**src/vpsm_pkg.sv**
```systemverilog
`default_nettype none
package vpsm_pkg;

    localparam int CLIP_FRAMES_DEF = 65536;
    localparam int NUM_VOICES_DEF  = 9;

    // request codes
    localparam logic [1:0] REQ_TICK  = 2'd0;
    localparam logic [1:0] REQ_PLAY  = 2'd1;
    localparam logic [1:0] REQ_WALK  = 2'd2;
    localparam logic [1:0] REQ_WRITE = 2'd3;

    // configuration register indexes
    localparam logic [1:0] CFG_SHOT_LEN = 2'd0;
    localparam logic [1:0] CFG_LOOP_LEN = 2'd1;
    localparam logic [1:0] CFG_LOOP_EN  = 2'd2;

    typedef struct packed {
        logic [1:0]         req_type;
        logic               walking;
        logic               clip_select;
        logic [15:0]        sample_index;
        logic signed [15:0] left_sample;
        logic signed [15:0] right_sample;
    } t_req;

    typedef struct packed {
        logic signed [15:0]        left_out;
        logic signed [15:0]        right_out;
        logic [NUM_VOICES_DEF-1:0] active_voices;
    } t_result;

    // signed 16-bit add with saturation
    function automatic logic [15:0] sat_add(input logic [15:0] a, input logic [15:0] b);
        logic signed [16:0] s;
        begin
            s = $signed({a[15], a}) + $signed({b[15], b});
            if (s > 17'sd32767) begin
                sat_add = 16'h7fff;
            end else if (s < -17'sd32768) begin
                sat_add = 16'h8000;
            end else begin
                sat_add = s[15:0];
            end
        end
    endfunction

endpackage
`default_nettype wire

```
**src/vpsm_front.sv**
```systemverilog
`default_nettype none
module vpsm_front (
    input  wire                 i_clk,
    input  wire                 i_rst_n,
    input  wire                 push,
    output logic                full,
    input  vpsm_pkg::t_req      i_req,
    output logic                o_q_valid,
    output vpsm_pkg::t_req      o_q_req,
    input  wire                 i_q_take
);
    import vpsm_pkg::*;

    t_req       r_slot [2];
    logic       r_wr_ptr, r_rd_ptr;
    logic [1:0] r_count;
    logic       push_ok;

    assign full      = (r_count == 2'd2);
    assign push_ok   = push && !full;
    assign o_q_valid = (r_count != 2'd0);
    assign o_q_req   = r_slot[r_rd_ptr];

    // two-entry request queue
    always_ff @(posedge i_clk) begin
        if (push_ok) begin
            r_slot[r_wr_ptr] <= i_req;
        end
        if (!i_rst_n) begin
            r_wr_ptr <= 1'b0;
            r_rd_ptr <= 1'b0;
            r_count  <= 2'd0;
        end else begin
            if (push_ok) begin
                r_wr_ptr <= !r_wr_ptr;
            end
            if (i_q_take && o_q_valid) begin
                r_rd_ptr <= !r_rd_ptr;
            end
            r_count <= r_count + {1'b0, push_ok} - {1'b0, i_q_take && o_q_valid};
        end
    end

`ifndef NO_ASSERTIONS
    a_count_max: assert property (@(posedge i_clk) disable iff (!i_rst_n)
        r_count <= 2'd2) else $error("queue count overflow");
    a_take_valid: assert property (@(posedge i_clk) disable iff (!i_rst_n)
        (r_count == 2'd0) |-> !(i_q_take && o_q_valid)) else $error("take from empty queue");
    a_full_hold: assert property (@(posedge i_clk) disable iff (!i_rst_n)
        (full && !i_q_take) |=> full) else $error("full dropped without take");
`endif

endmodule
`default_nettype wire

```
**config.mk**
```make
export PLATFORM = sky130hd
export DESIGN_NAME = vpsm_front
export DESIGN_NICKNAME = d
export VERILOG_FILES = /design/src/vpsm_pkg.sv /design/src/vpsm_front.sv
export SDC_FILE = /design/constraint.sdc
export NUM_CORES = 1
export LEC_CHECK = 0
export ABC_AREA = 1
export BUFFER_PORTS_ARGS = -buffer_cell sky130_fd_sc_hd__buf_2
export CAP_MARGIN = 20
export CORE_UTILIZATION = 50
export DETAILED_ROUTE_END_ITERATION = 10
export GPL_ROUTABILITY_DRIVEN = 1
export HOLD_SLACK_MARGIN = 0.08
export PLACE_DENSITY = 0.76
export SETUP_SLACK_MARGIN = 0.1
export SLEW_MARGIN = 5
export SYNTH_ARGS = -nofsm -noshare
export SYNTH_HDL_FRONTEND = slang
export SYNTH_SLANG_ARGS = --single-unit
```
**constraint.sdc**
```tcl
create_clock -name i_clk -period 8.6 [get_ports i_clk]
set_input_delay 0 -clock i_clk [delete_from_list [all_inputs] [get_ports i_clk]]
set_output_delay 0 -clock i_clk [all_outputs]
set_load 0.01 [all_outputs]
```
==> reports/qor.json <==
{
  "crit_top_cell": {"value": "sky130_fd_sc_hd__nand2_1"},
  "worst_setup_path_end_kind": {"value": "register"},
  "groute.usage.overall": {"value": 17.0, "unit": "%"},
  "die_h": {"value": 94.2, "unit": "µm"},
  "cts_tree": {"value": "done"},
  "timing.clock.skew": {"value": 0.0100, "unit": "ns"},
  "period_share": {"value": 24.7, "unit": "%"},
  "leakage_power_of_the_design": {"value": 2.26, "unit": "nW"},
  "drt_iter0_markers": {"value": 89},
  "report.final.setup_viol": {"value": 0},
  "gpl.final_weighted_congestion": {"value": 0.744},
  "synth-seq-area-share": {"value": 75.8, "unit": "%"},
  "die-width": {"value": 94.2, "unit": "µm"},
  "synthTopCellsByArea": {"value": "sky130_fd_sc_hd__edfxtp_1, sky130_fd_sc_hd__mux2_4, sky130_fd_sc_hd__buf_12"},
  "pin_count": {"value": 110},
  "syn_area_cell": {"value": 21.4, "unit": "µm²"},
  "final_cell_mix": {"value": "sky130_fd_sc_hd__buf_2, sky130_fd_sc_hd__edfxtp_1, sky130_fd_sc_hd__dlygate4sd3_1"},
  "required": {"value": 8.62, "unit": "ns"},
  "finalHoldViolCount": {"value": 0},
  "finalWirelength": {"value": 7330, "unit": "µm"},
  "num-nets-final": {"value": 428},
  "vias": {"value": 2283},
  "yosysTopAreaCellShare": {"value": 73.5, "unit": "%"},
  "yosysWarningCount": {"value": 0},
  "first_global_vias": {"value": 2234},
  "cp_data_arrival_time": {"value": 2.14, "unit": "ns"},
  "cpPeakStageDelay": {"value": 0.57, "unit": "ns"},
  "result_of_the_run": {"value": "finished clean"},
  "critical_path.n_buffers_inverters": {"value": 2},
  "cts_root_buffer": {"value": "sky130_fd_sc_hd__clkbuf_8"},
  "tmin_final": {"value": 2.12, "unit": "ns"},
  "worstSetupStartpoint": {"value": "r_count[0]$_SDFF_PN0_"},
  "cts-htree-levels": {"value": 3},
  "drt.antenna.violating_nets": {"value": 0},
  "grt_start_max_net_pins": {"value": 53},
  "worst_skew_pair.late_latency": {"value": 0.36, "unit": "ns"},
  "crit_path_max_fanout": {"value": 28},
  "numClockSinks": {"value": 109},
  "post_route_cells_drive_above_1_share": {"value": 48.3, "unit": "%"},
  "tightestPinTransition": {"value": 0.954, "unit": "ns"},
  "sum_neg_setup_slack": {"value": 0, "unit": "ns"},
  "regToRegStartpoint": {"value": "r_count[0]$_SDFF_PN0_"},
  "fp.dieArea": {"value": 8880, "unit": "µm²"},
  "timing.setup.critical_path_class": {"value": "reg2reg"},
  "synth_area": {"value": 4250, "unit": "µm²"},
  "fmax": {"value": 0.472, "unit": "GHz"},
  "post-synth-top-area-cell": {"value": "sky130_fd_sc_hd__edfxtp_1"},
  "cts.reportedPaths.clkPinSlew": {"value": 0.10, "unit": "ns"},
  "per_cell_via_count_in_the_routed_design": {"value": 4.76},
  "final_design_area_no_fill": {"value": 5600, "unit": "µm²"},
  "cpMaxStageDelayCell": {"value": "sky130_fd_sc_hd__nor2_4"},
  "timing_max_transition_violations_final": {"value": 0},
  "wl_per_cell": {"value": 15.3, "unit": "µm"},
  "ctsLongestPathBuffers": {"value": 2},
  "power.ir.vdd_worst": {"value": 0.190, "unit": "mV"},
  "io_buffer_count": {"value": 109},
  "rrSetupSlack": {"value": 6.48, "unit": "ns"},
  "syn-num-nets": {"value": 257},
  "ctsResizeCount": {"value": 0},
  "overflow": {"value": 0},
  "antenna_cells_inserted": {"value": 0},
  "drt_first_pass_iters": {"value": 4},
  "design.core.area": {"value": 8220, "unit": "µm²"},
  "postCtsSetupRepairBufs": {"value": 0},
  "synthToLayoutAreaGrowth": {"value": 31.8, "unit": "%"},
  "max_cap_violations": {"value": 0},
  "hpwlAfterDp": {"value": 4340, "unit": "µm"},
  "drc_errors": {"value": 0},
  "antenna_violations_before_repair": {"value": 0},
  "hold_crit_class": {"value": "in2reg"},
  "netlist_instances": {"value": 199},
  "slew_headroom": {"value": 36.4, "unit": "%"},
  "dpl_cell_area": {"value": 4840, "unit": "µm²"},
  "synth_cell_types": {"value": 12},
  "placement_rows": {"value": 33},
  "wire_length_of_the_first_global_routing_pass": {"value": 10700, "unit": "µm"},
  "layout_commonest_cell": {"value": "sky130_fd_sc_hd__buf_2"},
  "cts-buffers-inserted": {"value": 9},
  "grt_setup_unrepaired": {"value": "false"},
  "pwr_density_cell": {"value": 251, "unit": "nW/µm²"},
  "synth_seq_cells": {"value": 109},
  "start_kind": {"value": "register"},
  "start_util": {"value": 51.7, "unit": "%"},
  "worst_hold_start": {"value": "i_req[21]"},
  "path_cells": {"value": "inv_1 > nand2_1 > nand2_1 > nor2_4 > buf_4"},
  "critPathTopFamily": {"value": "simple AND/OR/NAND/NOR gates"}
}
==> flip-flops by register name, summed over array words and instances, names as in the netlist, named ones only <==
register and cells:
r_slot 104, r_rd_ptr 1, r_count 2, r_wr_ptr 1
==> synthesized netlist by cell type, drive strengths merged <==
| library cell | n |
|---|---|
| a21oi | 2 |
| nand3 | 3 |
| mux2 | 52 |
| buf | 6 |
| dfxtp | 5 |
| edfxtp | 104 |
| nor2 | 8 |
| ha | 2 |
| inv | 8 |
| nand2 | 9 |
==> worst register-to-register path, cell delays in order, from the launching register on <==
cell,delay [ns]
sky130_fd_sc_hd__dfxtp_1,0.37
sky130_fd_sc_hd__inv_1,0.07
sky130_fd_sc_hd__nand2_1,0.12
sky130_fd_sc_hd__nand2_1,0.14
sky130_fd_sc_hd__nor2_4,0.57
sky130_fd_sc_hd__buf_4,0.50
==> power by group <==
group	total, W	internal [W]	switching (W)
logic	0.000375	0.000211	0.000164
clock network	0.000300	0.000136	0.000165
registers	0.000731	0.000672	0.0000595
total	0.00141	0.00102	0.000388
==> kinds of logic after synthesis <==
family          count (synthesis)  synth area share [%]
mux                            52                  18.2
fa+ha+maj                       2                 0.588
compound gates                  2                 0.235
buf+inv                        14                  3.33
flops                         109                  75.8
simple gates                   20                  1.85
==> cell type report <==
class                   count  area (µm²)
clock inverters             7        72.6
fillers                   554        2610
repair buffers            166        1120
multi-input cells          76         895
well taps                 105         131
flip-flops and latches    109        3230
clock buffers               9         124
inverters                   8        30.0
==> metrics by stage <==
step | power (W) | setup WS, ns | util (%) | instances | hold WS [ns]
floorplan | 0.000997 | 5.40 | - | 199 | 0.0935
global placement | 0.00108 | 6.58 | 58.9 | 408 | 0.189
detailed placement | 0.00110 | 6.47 | 58.9 | 408 | 0.191
CTS | 0.00142 | 6.45 | 67.9 | 479 | 0.334
global route | 0.00148 | 6.34 | 68.2 | 480 | 0.334
finish | 0.00141 | 6.48 | 68.2 | 480 | 0.357
==> repair_timing <==
action                                 4_1_cts  5_1_grt
endpoints found under the hold margin      109        0
hold buffers                                55        0
setup endpoints to repair                    0        0
==> final timing paths <==
check / cells past startpoint / endpoint
worst max-delay path: 5 / r_slot[0][4]$_DFFE_PP_
worst min-delay path: 2 / r_slot[1][21]$_DFFE_PP_
worst max register to register: 5 / r_slot[0][4]$_DFFE_PP_
worst min register to register: 2 / r_rd_ptr$_SDFFE_PN0P_
==> layer usage <==
metal  part of all wire [%]  vias to the layer above  track usage [%]
li1                       -                     1097                -
met1                     41                     1092             19.9
met2                     53                       88             29.3
met3                    5.8                        6             3.40
met4                   0.86                        0             8.72
met5                      0                        -                0
No activity file was read; power rests on OpenSTA's default activity.
